[src/rtl/core/btms_pkg.sv]
// ----------------------------------------------------------------------------
// btms_pkg
// Shared types, codes and the PWM duty table of the board test mode sequencer.
// ----------------------------------------------------------------------------
package btms_pkg;

   // Operating modes
   typedef enum logic [2:0] {
      MODE_SCAN   = 3'd0,
      MODE_BATLOW = 3'd1,
      MODE_PWM    = 3'd2,
      MODE_MOTOR1 = 3'd3,
      MODE_MOTOR2 = 3'd4
   } mode_type;

   // Display event codes
   localparam logic [2:0] EV_NONE    = 3'd0;
   localparam logic [2:0] EV_SENSOR  = 3'd1;
   localparam logic [2:0] EV_BATLOW  = 3'd2;
   localparam logic [2:0] EV_CLEARED = 3'd3;
   localparam logic [2:0] EV_DUTY    = 3'd4;
   localparam logic [2:0] EV_MOTOR1  = 3'd5;
   localparam logic [2:0] EV_MOTOR2  = 3'd6;

   localparam int unsigned DUTY_STEPS = 6;
   localparam int unsigned REQ_BYTES  = 1;
   localparam int unsigned RSP_BYTES  = 3;
   localparam logic [15:0] PERIOD_RESET = 16'd30;

   // One tick request (button and battery levels)
   typedef struct packed {
      logic battery_low;
      logic button2;
      logic button1;
      logic button0;
   } req_type;

   // One result, lowest field in the lowest bits
   typedef struct packed {
      logic [2:0] display_event;
      logic       motor2_in2;
      logic       motor2_in1;
      logic       motor1_in2;
      logic       motor1_in1;
      logic       standby2;
      logic       standby1;
      logic [7:0] duty_level;
      logic [2:0] sensor_select;
      logic [2:0] mode;
   } rsp_type;

   // PWM duty table; steps 6 and 7 are never used
   function automatic logic [7:0] duty_lookup(input logic [2:0] step);
      logic [7:0] duty;
      case (step)
         3'd0:    duty = 8'h32;
         3'd1:    duty = 8'h56;
         3'd2:    duty = 8'h7F;
         3'd3:    duty = 8'h99;
         3'd4:    duty = 8'hA8;
         3'd5:    duty = 8'hFF;
         default: duty = 8'h00;
      endcase
      return duty;
   endfunction

endpackage

[src/rtl/core/btms_in_reg.sv]
// ----------------------------------------------------------------------------
// btms_in_reg
// Request register: captures one tick request and holds it until the
// update stage takes it.
// ----------------------------------------------------------------------------
module btms_in_reg (
   input  logic              clock,
   input  logic              reset,
   input  logic              in_valid,
   output logic              in_ready,
   input  btms_pkg::req_type in_req,
   output logic              out_valid,
   input  logic              out_ready,
   output btms_pkg::req_type out_req
);

   logic              valid_ff;
   logic              valid_in;
   btms_pkg::req_type req_ff;
   logic              take;

   // Accept when empty or when the held request moves on this cycle
   assign in_ready = !valid_ff || out_ready;
   assign take     = in_valid && in_ready;
   assign valid_in = take ? 1'b1 : (out_ready ? 1'b0 : valid_ff);

   always_ff @(posedge clock) begin
      if (reset) begin
         valid_ff <= 1'b0;
      end else begin
         valid_ff <= valid_in;
      end
      if (take) begin
         req_ff <= in_req;
      end
   end

   assign out_valid = valid_ff;
   assign out_req   = req_ff;

endmodule

[src/rtl/core/btms_step.sv]
// ----------------------------------------------------------------------------
// btms_step
// Mode state and one-tick update: sensor scan, battery low, PWM and motor
// tests. Builds the result of a tick from the updated state.
// ----------------------------------------------------------------------------
module btms_step (
   input  logic              clock,
   input  logic              reset,
   input  logic              advance,
   input  logic [15:0]       period,
   input  btms_pkg::req_type req,
   output btms_pkg::rsp_type rsp
);

   btms_pkg::mode_type mode_ff, mode_in;
   logic [15:0]        tick_ff, tick_in;
   logic [2:0]         sensor_ff, sensor_in;
   logic [2:0]         step_ff, step_in;
   logic [7:0]         duty_ff, duty_in;
   logic [2:0]         last_ff, last_in;
   logic [1:0]         standby_ff, standby_in;
   logic [3:0]         motor_ff, motor_in;
   logic [2:0]         event_code;
   logic [15:0]        tick_inc;
   logic               done;
   logic [2:0]         sensor_next;

   // Period counter shared by scan and test modes
   assign tick_inc    = tick_ff + 16'd1;
   assign done        = (tick_inc == period);
   assign sensor_next = (sensor_ff >= 3'd4) ? 3'd1 : sensor_ff + 3'd1;

   // Tick update
   always_comb begin
      mode_in    = mode_ff;
      tick_in    = tick_ff;
      sensor_in  = sensor_ff;
      step_in    = step_ff;
      duty_in    = duty_ff;
      last_in    = last_ff;
      standby_in = standby_ff;
      motor_in   = motor_ff;
      event_code = btms_pkg::EV_NONE;
      case (mode_ff)
         btms_pkg::MODE_SCAN: begin
            tick_in = done ? 16'd0 : tick_inc;
            if (done) begin
               sensor_in = sensor_next;
            end
            event_code = btms_pkg::EV_SENSOR;
            if (req.battery_low) begin
               mode_in    = btms_pkg::MODE_BATLOW;
               tick_in    = 16'd0;
               event_code = btms_pkg::EV_BATLOW;
            end else begin
               // buttons checked in order, last rising edge wins
               if (req.button0 && !last_ff[0]) begin
                  mode_in    = btms_pkg::MODE_PWM;
                  tick_in    = 16'd0;
                  standby_in = 2'b11;
                  motor_in   = 4'b0101;
                  duty_in    = btms_pkg::duty_lookup(3'd0);
                  step_in    = 3'd1;
                  event_code = btms_pkg::EV_DUTY;
               end
               if (req.button1 && !last_ff[1]) begin
                  mode_in    = btms_pkg::MODE_MOTOR1;
                  tick_in    = 16'd0;
                  standby_in = 2'b01;
                  motor_in   = {motor_in[3:2], 2'b01};
                  event_code = btms_pkg::EV_MOTOR1;
               end
               if (req.button2 && !last_ff[2]) begin
                  mode_in    = btms_pkg::MODE_MOTOR2;
                  tick_in    = 16'd0;
                  standby_in = 2'b10;
                  motor_in   = {2'b01, motor_in[1:0]};
                  event_code = btms_pkg::EV_MOTOR2;
               end
               last_in = {req.button2, req.button1, req.button0};
            end
         end
         btms_pkg::MODE_BATLOW: begin
            if (!req.battery_low) begin
               mode_in    = btms_pkg::MODE_SCAN;
               event_code = btms_pkg::EV_CLEARED;
            end
         end
         btms_pkg::MODE_PWM: begin
            tick_in = done ? 16'd0 : tick_inc;
            if (done && (step_ff < 3'(btms_pkg::DUTY_STEPS))) begin
               duty_in    = btms_pkg::duty_lookup(step_ff);
               step_in    = (step_ff == 3'(btms_pkg::DUTY_STEPS - 1)) ? 3'd0 : step_ff + 3'd1;
               event_code = btms_pkg::EV_DUTY;
            end
            if (!req.button0 && last_ff[0]) begin
               mode_in    = btms_pkg::MODE_SCAN;
               standby_in = 2'b00;
               tick_in    = 16'd0;
            end
            last_in[0] = req.button0;
         end
         btms_pkg::MODE_MOTOR1: begin
            tick_in = done ? 16'd0 : tick_inc;
            if (done) begin
               motor_in   = motor_ff ^ 4'b0011;
               event_code = btms_pkg::EV_MOTOR1;
            end
            if (!req.button1 && last_ff[1]) begin
               mode_in    = btms_pkg::MODE_SCAN;
               standby_in = 2'b00;
               tick_in    = 16'd0;
            end
            last_in[1] = req.button1;
         end
         btms_pkg::MODE_MOTOR2: begin
            tick_in = done ? 16'd0 : tick_inc;
            if (done) begin
               motor_in   = motor_ff ^ 4'b1100;
               event_code = btms_pkg::EV_MOTOR2;
            end
            if (!req.button2 && last_ff[2]) begin
               mode_in    = btms_pkg::MODE_SCAN;
               standby_in = 2'b00;
               tick_in    = 16'd0;
            end
            last_in[2] = req.button2;
         end
         default: begin
            event_code = btms_pkg::EV_NONE;
         end
      endcase
   end

   // State registers, updated once per tick
   always_ff @(posedge clock) begin
      if (reset) begin
         mode_ff    <= btms_pkg::MODE_SCAN;
         tick_ff    <= 16'd0;
         sensor_ff  <= 3'd1;
         step_ff    <= 3'd0;
         duty_ff    <= 8'd0;
         last_ff    <= 3'd0;
         standby_ff <= 2'd0;
         motor_ff   <= 4'd0;
      end else if (advance) begin
         mode_ff    <= mode_in;
         tick_ff    <= tick_in;
         sensor_ff  <= sensor_in;
         step_ff    <= step_in;
         duty_ff    <= duty_in;
         last_ff    <= last_in;
         standby_ff <= standby_in;
         motor_ff   <= motor_in;
      end
   end

   // Result of this tick, taken after the update
   always_comb begin
      rsp.mode          = mode_in;
      rsp.sensor_select = sensor_in;
      rsp.duty_level    = duty_in;
      rsp.standby1      = standby_in[0];
      rsp.standby2      = standby_in[1];
      rsp.motor1_in1    = motor_in[0];
      rsp.motor1_in2    = motor_in[1];
      rsp.motor2_in1    = motor_in[2];
      rsp.motor2_in2    = motor_in[3];
      rsp.display_event = event_code;
   end

endmodule

[src/rtl/core/board_test_mode_sequencer.sv]
// ----------------------------------------------------------------------------
// board_test_mode_sequencer
// Top level: request register, tick update, result register and the
// period register.
// ----------------------------------------------------------------------------
// Each request is one loop tick with three button levels and a battery-low
// level; each produces exactly one result with the mode, sensor select, duty,
// driver pins and a display event code. A request passes through the request
// register and then the result register, and one request can enter every cycle
// as long as results are taken; the combinational tick update between the two
// registers allows that rate. The period register (ticks per period, reset 30,
// 0 acting as 65536) is written through the csr channel and should only be
// changed while no request is in flight.
module board_test_mode_sequencer (
   input  logic        clock,
   input  logic        reset,
   // request: [0] button0, [1] button1, [2] button2, [3] battery_low, [7:4] zero
   input  logic        req_tvalid,
   output logic        req_tready,
   input  logic [7:0]  req_tdata,
   // result: [2:0] mode, [5:3] sensor_select, [13:6] duty_level, [14] standby1,
   // [15] standby2, [16] motor1_in1, [17] motor1_in2, [18] motor2_in1,
   // [19] motor2_in2, [22:20] display_event, [23] zero
   output logic        rsp_tvalid,
   input  logic        rsp_tready,
   output logic [23:0] rsp_tdata,
   // ticks per period
   input  logic        csr_valid,
   output logic        csr_ready,
   input  logic [15:0] csr_data
);

   logic              stage_valid;
   logic              stage_ready;
   btms_pkg::req_type req_in;
   btms_pkg::req_type stage_req;
   btms_pkg::rsp_type step_rsp;
   btms_pkg::rsp_type rsp_ff;
   logic              rsp_valid_ff;
   logic              rsp_valid_in;
   logic              advance;
   logic [15:0]       period_ff;

   // Unpack request
   always_comb begin
      req_in.button0     = req_tdata[0];
      req_in.button1     = req_tdata[1];
      req_in.button2     = req_tdata[2];
      req_in.battery_low = req_tdata[3];
   end

   btms_in_reg u_in_reg (
      .clock     (clock),
      .reset     (reset),
      .in_valid  (req_tvalid),
      .in_ready  (req_tready),
      .in_req    (req_in),
      .out_valid (stage_valid),
      .out_ready (stage_ready),
      .out_req   (stage_req)
   );

   // Held request moves into the result register when that is free
   assign stage_ready = !rsp_valid_ff || rsp_tready;
   assign advance     = stage_valid && stage_ready;

   btms_step u_step (
      .clock   (clock),
      .reset   (reset),
      .advance (advance),
      .period  (period_ff),
      .req     (stage_req),
      .rsp     (step_rsp)
   );

   // Result register
   assign rsp_valid_in = advance ? 1'b1 : (rsp_tready ? 1'b0 : rsp_valid_ff);

   always_ff @(posedge clock) begin
      if (reset) begin
         rsp_valid_ff <= 1'b0;
      end else begin
         rsp_valid_ff <= rsp_valid_in;
      end
      if (advance) begin
         rsp_ff <= step_rsp;
      end
   end

   assign rsp_tvalid = rsp_valid_ff;
   assign rsp_tdata  = {1'b0, rsp_ff};

   // Period register
   assign csr_ready = 1'b1;

   always_ff @(posedge clock) begin
      if (reset) begin
         period_ff <= btms_pkg::PERIOD_RESET;
      end else if (csr_valid && csr_ready) begin
         period_ff <= csr_data;
      end
   end

   // A tick that moves on always shows up as a result next cycle
   a_advance_shows: assert property (@(posedge clock) disable iff (reset)
      advance |=> rsp_valid_ff)
      else $error("tick update lost its result");

   // A held request is never dropped while the result side stalls
   a_stage_holds: assert property (@(posedge clock) disable iff (reset)
      stage_valid && !stage_ready |=> stage_valid && $stable(stage_req))
      else $error("held request dropped under stall");

   // Drivers are off outside the test modes
   a_standby_off: assert property (@(posedge clock) disable iff (reset)
      rsp_valid_ff && (rsp_ff.mode == btms_pkg::MODE_SCAN ||
                       rsp_ff.mode == btms_pkg::MODE_BATLOW)
      |-> !rsp_ff.standby1 && !rsp_ff.standby2)
      else $error("standby on outside test modes");

   // Sensor select stays in 1..4
   a_sensor_range: assert property (@(posedge clock) disable iff (reset)
      rsp_valid_ff |-> rsp_ff.sensor_select != 3'd0 && rsp_ff.sensor_select <= 3'd4)
      else $error("sensor select out of range");

endmodule
[config.mk]
export PLATFORM = sky130hd
export DESIGN_NAME = board_test_mode_sequencer
export DESIGN_NICKNAME = d
export VERILOG_FILES = /design/src/rtl/core/btms_pkg.sv /design/src/rtl/core/btms_in_reg.sv /design/src/rtl/core/btms_step.sv /design/src/rtl/core/board_test_mode_sequencer.sv
export SDC_FILE = /design/constraint.sdc
export NUM_CORES = 1
export LEC_CHECK = 0
export ABC_AREA = 1
export BUFFER_PORTS_ARGS = -buffer_cell sky130_fd_sc_hd__buf_2
export CAP_MARGIN = 20
export CORE_UTILIZATION = 40
export DETAILED_ROUTE_END_ITERATION = 10
export PLACE_DENSITY = 0.66
export SYNTH_ARGS = -nofsm -noshare
export SYNTH_HDL_FRONTEND = slang
export SYNTH_HIERARCHICAL = 1
export SYNTH_SLANG_ARGS = --single-unit
export TNS_END_PERCENT = 20
[constraint.sdc]
create_clock -name clock -period 3.1 [get_ports clock]
set_input_delay 0.465 -clock clock [delete_from_list [all_inputs] [get_ports clock]]
set_output_delay 0.465 -clock clock [all_outputs]
set_load 0.05 [all_outputs]
==> run_results.csv, run 1 <==
group,metric,value,unit
cts,post_cts_buffers,0,
setup_path,critPathMaxStageDelay,0.39,ns
routing,avgViaCountPerCell,4.97,
synth,synth_most_common_cell,"nand2_1",
place,pre_cts_slack,0.492,ns
timing,period_needed,2.61,ns
setup_path,crit_type,"register to register",
place,place_area,5290,µm²
cts,cts_resized,0,
finish,area_growth_syn_to_layout,13.3,%
job,maxCapViolCount,0,
timing,rsz0062_at_grt,"no",
routing,dr_total_vias,4572,
cts,clock_latency,0.34,ns
cts,root_buffer,"clkbuf_16",
cts,htree_levels,3,
cts,clock_path_buffers,2,
synth,synth_edf_count,27,
cts,numCtsBuffers,9,
floorplanning,dieHeight,113,µm
routing,wl_per_cell,12.1,µm
synth,async_flop_share,0,
place,dpl.hpwl,8080,µm
setup_path,critPathRequiredTime,3.18,ns
outcome,status,"complete, no violations",
timing,fmax,383,MHz
routing,drtIter0Drc,325,
synth,synth-main-ff-cell,"dfxtp_1",
floorplanning,io_pins,56,
floorplanning,dieWidth,113,µm
timing,finalHoldViolations,0,
timing,finalSetupTns,0,ns
setup_path,crit_arrival,2.70,ns
synth,synthTopCellsByCount,"nand2_1 (195), inv_1 (102), nor2_1 (80), nand3_1 (66), dfxtp_1 (60)",
timing,holdWs,0.295,ns
timing,finalCritPeriodShare,0.843,
place,routabilityCongestion,0.909,
floorplanning,fp-row-count,40,
pwr,p_per_area,496,nW/µm²
synth,synth_seq_cells,87,
global_routing,overflow,0,
synth,ys_warn_count,6,
setup_path,crit_family,"simple AND/OR/NAND/NOR gates",
cts,ctsHoldBuffers,0,
finish,drive_above_1_share,0.126,
routing,dr.pass1.iters,5,
setup_path,reg2reg_depth,16,
min_path,hp-class,"primary input to register",
synth,synth.area.top_cells,"dfxtp_1 (24%), edfxtp_1 (16%), nand2_1 (15%)",
routing,antenna_left,0,
setup_path,r2r-start,"u_step/tick_ff[1]$_SDFFE_PP0P_",
setup_path,startpoint,"u_step/tick_ff[1]$_SDFFE_PP0P_",
synth,ys_seq_area_frac,0.409,
floorplanning,initial_core_util,0.409,
global_routing,antenna_found_initial,0,
global_routing,grt_usage,0.187,
setup_path,crit_path_end_kind,"register",
setup_path,cpMostUsedCell,"nand2_1",
routing,drt_wl_total,11200,µm
synth,synth_nets,753,
global_routing,grt_max_degree,52,
cts,clk_pin_slew,0.06,ns
setup_path,crit_chain,"ha_1 > nand2_1 > nor2_2 > nand2_1 > inv_1 > nand2_1 > nand2_2 > nand2_1 > nand2_1 > nand2_1 > nor2_2 > nand4_4 > nand2_4 > nand2_2 > nand2_1 > nand2_1",
setup_path,crit_end,"rsp_tdata[6]$_DFFE_PP_",
routing,drcViolationCount,0,
timing,skew,0.00709,ns
timing,worst_slew_pin_slew,0.573,ns
timing,final-setup-viol-count,0,
synth,synthCells,720,
floorplanning,dieArea,12700,µm²
timing,layout_setup_ws,0.486,ns
synth,synth_area,4920,µm²
synth,syn_area_per_cell,6.83,µm²
setup_path,reg2reg_to,"rsp_tdata[6]$_DFFE_PP_",
timing,drv_slew,0,
cts,cts_tree,"yes",
place,port_buffers,49,
setup_path,cp.depth,16,
finish,insertedDiodeCount,0,
global_routing,grt_pass1_wl,19000,µm
setup_path,critPathMaxFanout,7,
setup_path,regToRegSetupSlack,0.49,ns
finish,final_area,5570,µm²
pwr,peakVddDrop,295,µV
setup_path,crit_path_top_delay_cell,"dfxtp_1",
finish,fin_nets,800,
timing,max_slew_margin,0.618,
pwr,p_leak,2.56,nW
floorplanning,core,12000,µm²
synth,yosysTopAreaCell,"dfxtp_1",
synth,yosysTopAreaCellShare,0.244,
synth,yosysUniqueCellTypes,38,
setup_path,path_buf_inv,1,
cts,clkSinkCount,87,
global_routing,first_global_vias,3999,
setup_path,start_kind,"register",
finish,fin_util,0.464,
[state kept, by name (all words and copies together) (netlist names), 2 cells and up]
signal / flops
u_step/standby_ff: 2
u_step/motor_ff: 4
u_step/step_ff: 3
period_ff: 16
u_step/duty_ff: 8
rsp_tdata: 23
u_step/sensor_ff: 3
u_step/last_ff: 3
u_step/tick_ff: 16
u_in_reg/out_req: 4
u_step/mode_ff: 3
[per-layer routing]
layer	wire length, µm	up-vias	global-route usage
li1	-	2421	-
met1	5690	2018	0.261
met2	4730	119	0.286
met3	541	14	0.0337
met4	191	0	0.0754
met5	0	-	0
[cell families after synthesis]
group           Yosys count  share of synthesized area
xor+xnor                  1                    0.00483
buf+inv                 124                      0.102
other cells               2                    0.00153
flops                    87                      0.409
compound gates           99                      0.108
simple gates            403                      0.365
fa+ha+maj                 4                     0.0102
[per-stage QoR]
step | power (W) | cells
floorplan | 0.00164 | 720
CTS | 0.00280 | 919
finish | 0.00277 | 919
global placement | 0.00175 | 903
detailed placement | 0.00175 | 903
global route | 0.00290 | 919
[power by group]
part / leakage, nW / total [W] / switching (W) / internal (W)
combinational: 1.66 / 0.000440 / 0.000315 / 0.000125
sequential: 0.751 / 0.00129 / 0.0000407 / 0.00125
clock: 0.145 / 0.00104 / 0.000454 / 0.000585
[final cells by class]
cell class | instances | area (µm²)
fillers | 1254 | 6440
multi-input cells | 509 | 2410
flip-flops and latches | 87 | 2010
inverters | 107 | 402
repair buffers | 53 | 275
clock buffers | 11 | 253
well taps | 147 | 184
clock inverters | 5 | 32.5
[worst min-delay path by stage]
stage                     slack (ns)                             to  depth (start not counted)                       from
final                           0.29  u_in_reg/out_req[1]$_DFFE_PP_                          1               req_tdata[1]
after global routing            0.29  u_in_reg/out_req[3]$_DFFE_PP_                          1               req_tdata[3]
after CTS                       0.28  u_in_reg/out_req[1]$_DFFE_PP_                          1               req_tdata[1]
after detailed placement        0.46      period_ff[3]$_SDFFE_PP1P_                          2  period_ff[3]$_SDFFE_PP1P_
after global placement          0.44      period_ff[3]$_SDFFE_PP1P_                          2  period_ff[3]$_SDFFE_PP1P_
after floorplan                 0.43      period_ff[3]$_SDFFE_PP1P_                          2  period_ff[3]$_SDFFE_PP1P_
[cells in the final DEF (no fill, tap or decap), types with 8 or more instances in the layout]
master / netlist / layout
edfxtp_1: 27 / 27
nor3_1: 9 / 9
o21ai_0: 43 / 43
dfxtp_1: 60 / 60
nor2_2: 8 / 8
nor2_1: 80 / 80
buf_2: 0 / 49
nand4_1: 21 / 21
clkbuf_16: 0 / 9
nand2_1: 195 / 195
inv_1: 102 / 102
nand3_1: 66 / 66
a21oi_1: 42 / 41
(Power assumes the default switching activity.)
==> inputs of run 2 (changes only) <==
Settings changed: PLACE_DENSITY 0.66 to 0.64.
Clock period 3.1 ns to 2.7 ns, I/O delays scaled along.
==> run_results.csv, run 2 (same netlist as run 1, synthesis figures left out) <==
group,metric,value,unit
pwr,p_per_area,569,nW/µm²
floorplanning,fp-row-count,40,
routing,drtIter0Drc,390,
global_routing,grt_pass1_wl,19700,µm
finish,area_growth_syn_to_layout,15.2,%
setup_path,critPathMaxFanout,12,
global_routing,grt_usage,0.194,
setup_path,startpoint,"u_step/tick_ff[0]$_SDFFE_PP0P_",
finish,n_fill_cell,1237,
timing,skew,0.00649,ns
cts,clock_latency,0.35,ns
finish,fin_nets,808,
global_routing,first_global_vias,4353,
min_path,hold_start,"req_tdata[0]",
pwr,power_frac_comb,0.160,
global_routing,grt_max_degree,52,
setup_path,start_kind,"register",
place,routabilityCongestion,0.961,
timing,finalCritPeriodShare,0.917,
setup_path,crit_arrival,2.56,ns
floorplanning,dieWidth,113,µm
routing,avgViaCountPerCell,5.22,
place,pre_cts_slack,0.0527,ns
routing,wl_met3,697,µm
cts,cts_tree,"yes",
routing,highest_layer,"met4",
timing,worst_slew_pin_slew,0.566,ns
pwr,p_leak,2.59,nW
floorplanning,core,12000,µm²
timing,finalHoldViolations,0,
routing,met1Wirelength,5610,µm
place,dpl.hpwl,8750,µm
cts,htree_levels,3,
pwr,seq_power_share,0.459,
setup_path,crit_type,"register to register",
floorplanning,dieArea,12700,µm²
cts,clkSinkCount,87,
setup_path,crit_path_end_kind,"register",
timing,holdWs,0.229,ns
timing,finalSetupTns,0,ns
pwr,power,0.00323,W
timing,final-setup-viol-count,0,
routing,route.met2.wl,5340,µm
finish,multi_input_area,2440,µm²
min_path,hp-class,"primary input to register",
routing,antenna_left,0,
finish,mostFrequentLayoutCells,"nand2_1 (193), inv_1 (102), nor2_1 (80), nand3_1 (65), dfxtp_1 (56)",
timing,drv_slew,0,
routing,dr_total_vias,4835,
global_routing,antenna_found_initial,0,
global_routing,overflow,0,
place,port_buffers,49,
pwr,p_sw_frac,0.290,
floorplanning,initial_core_util,0.409,
routing,drt_wl_total,11900,µm
timing,max_slew_margin,0.623,
timing,rsz0062_at_grt,"no",
pwr,internal_power,0.00229,W
setup_path,r2r-start,"u_step/tick_ff[0]$_SDFFE_PP0P_",
cts,clock_path_buffers,2,
floorplanning,dieHeight,113,µm
cts,ctsHoldBuffers,0,
finish,final_common_cell,"nand2_1",
setup_path,critPathRequiredTime,2.79,ns
cts,root_buffer,"clkbuf_16",
cts,clk_pin_slew,0.06,ns
pwr,peakVddDrop,314,µV
routing,wl_per_cell,12.8,µm
timing,fmax,404,MHz
cts,numCtsBuffers,9,
job,maxCapViolCount,0,
pwr,p_sw,0.000938,W
pwr,clock_power_share,0.381,
finish,regArea,2020,µm²
floorplanning,io_pins,56,
timing,layout_setup_ws,0.223,ns
finish,insertedDiodeCount,0,
outcome,status,"complete, no violations",
routing,drcViolationCount,0,
finish,largest_reg_flops,23,
routing,dr.pass1.iters,6,
finish,drive_above_1_share,0.141,
timing,period_needed,2.48,ns
run 2: cell count changes in the layout (fill, tap and decap cells not counted), sizes merged:
| cell | change |
|---|---|
| inv | +1 |
| clkinvlp | +1 |
| bufinv | +1 |
| buf | +8 |
| clkbuf | -2 |
| clkinv | -1 |
run 2: final timing paths:
kind	slack (ns)	cells past startpoint	end
setup / recovery	0.22	15	rsp_tdata[7]$_DFFE_PP_
hold / removal	0.23	1	u_in_reg/out_req[0]$_DFFE_PP_
setup reg to reg	0.22	15	rsp_tdata[7]$_DFFE_PP_
hold reg to reg	0.46	2	period_ff[3]$_SDFFE_PP1P_
run 2: metrics by stage:
stage	util	cells	cell area, µm²
floorplan	-	720	4920
global placement	0.443	908	5330
CTS	0.467	924	5610
global route	0.472	927	5670
detailed placement	0.443	908	5330
finish	0.472	927	5670
run 2: power groups by stage:
| stage | Sequential, W | Combinational (W) | Clock [W] |
|---|---|---|---|
| finish | 0.00148 | 0.000516 | 0.00123 |
| global route | 0.00149 | 0.000576 | 0.00130 |
| global placement | 0.00150 | 0.000501 | 0 |
| CTS | 0.00148 | 0.000513 | 0.00126 |
| detailed placement | 0.00151 | 0.000510 | 0 |
| floorplan | 0.00158 | 0.000304 | 0 |
run 2: timing repair:
| action | CTS | global route |
|---|---|---|
| setup buffers | 0 | 3 |
| resized for setup | 0 | 11 |
| endpoints found under the setup margin | 0 | 45 |
run 2: per-layer routing:
metal,vias up,global-route usage
met5,-,0
met4,0,0.0807
met3,20,0.0412
met2,159,0.314
met1,2210,0.252
li1,2446,-
run 2: layout make-up:
type                            count  share of cell area
Clock buffer                        9              0.0397
Clock inverter                      7              0.0110
Inverter                          107              0.0709
Multi-Input combinational cell    509               0.431
Sequential cell                    87               0.356
Tap cell                          147              0.0325
Timing Repair Buffer               61              0.0592
run 2: critical path, stage by stage (launching register included):
cell	delay, ns
dfxtp_2	0.35
inv_1	0.12
nor2_2	0.05
buf_4	0.17
nand2_1	0.15
nand2_1	0.10
nand3_1	0.13
nand2_1	0.07
nor2_1	0.19
nand2_1	0.10
nor2_2	0.21
nand4_4	0.17
nand2_4	0.14
nand2_1	0.09
nand2_1	0.10
a22oi_1	0.08
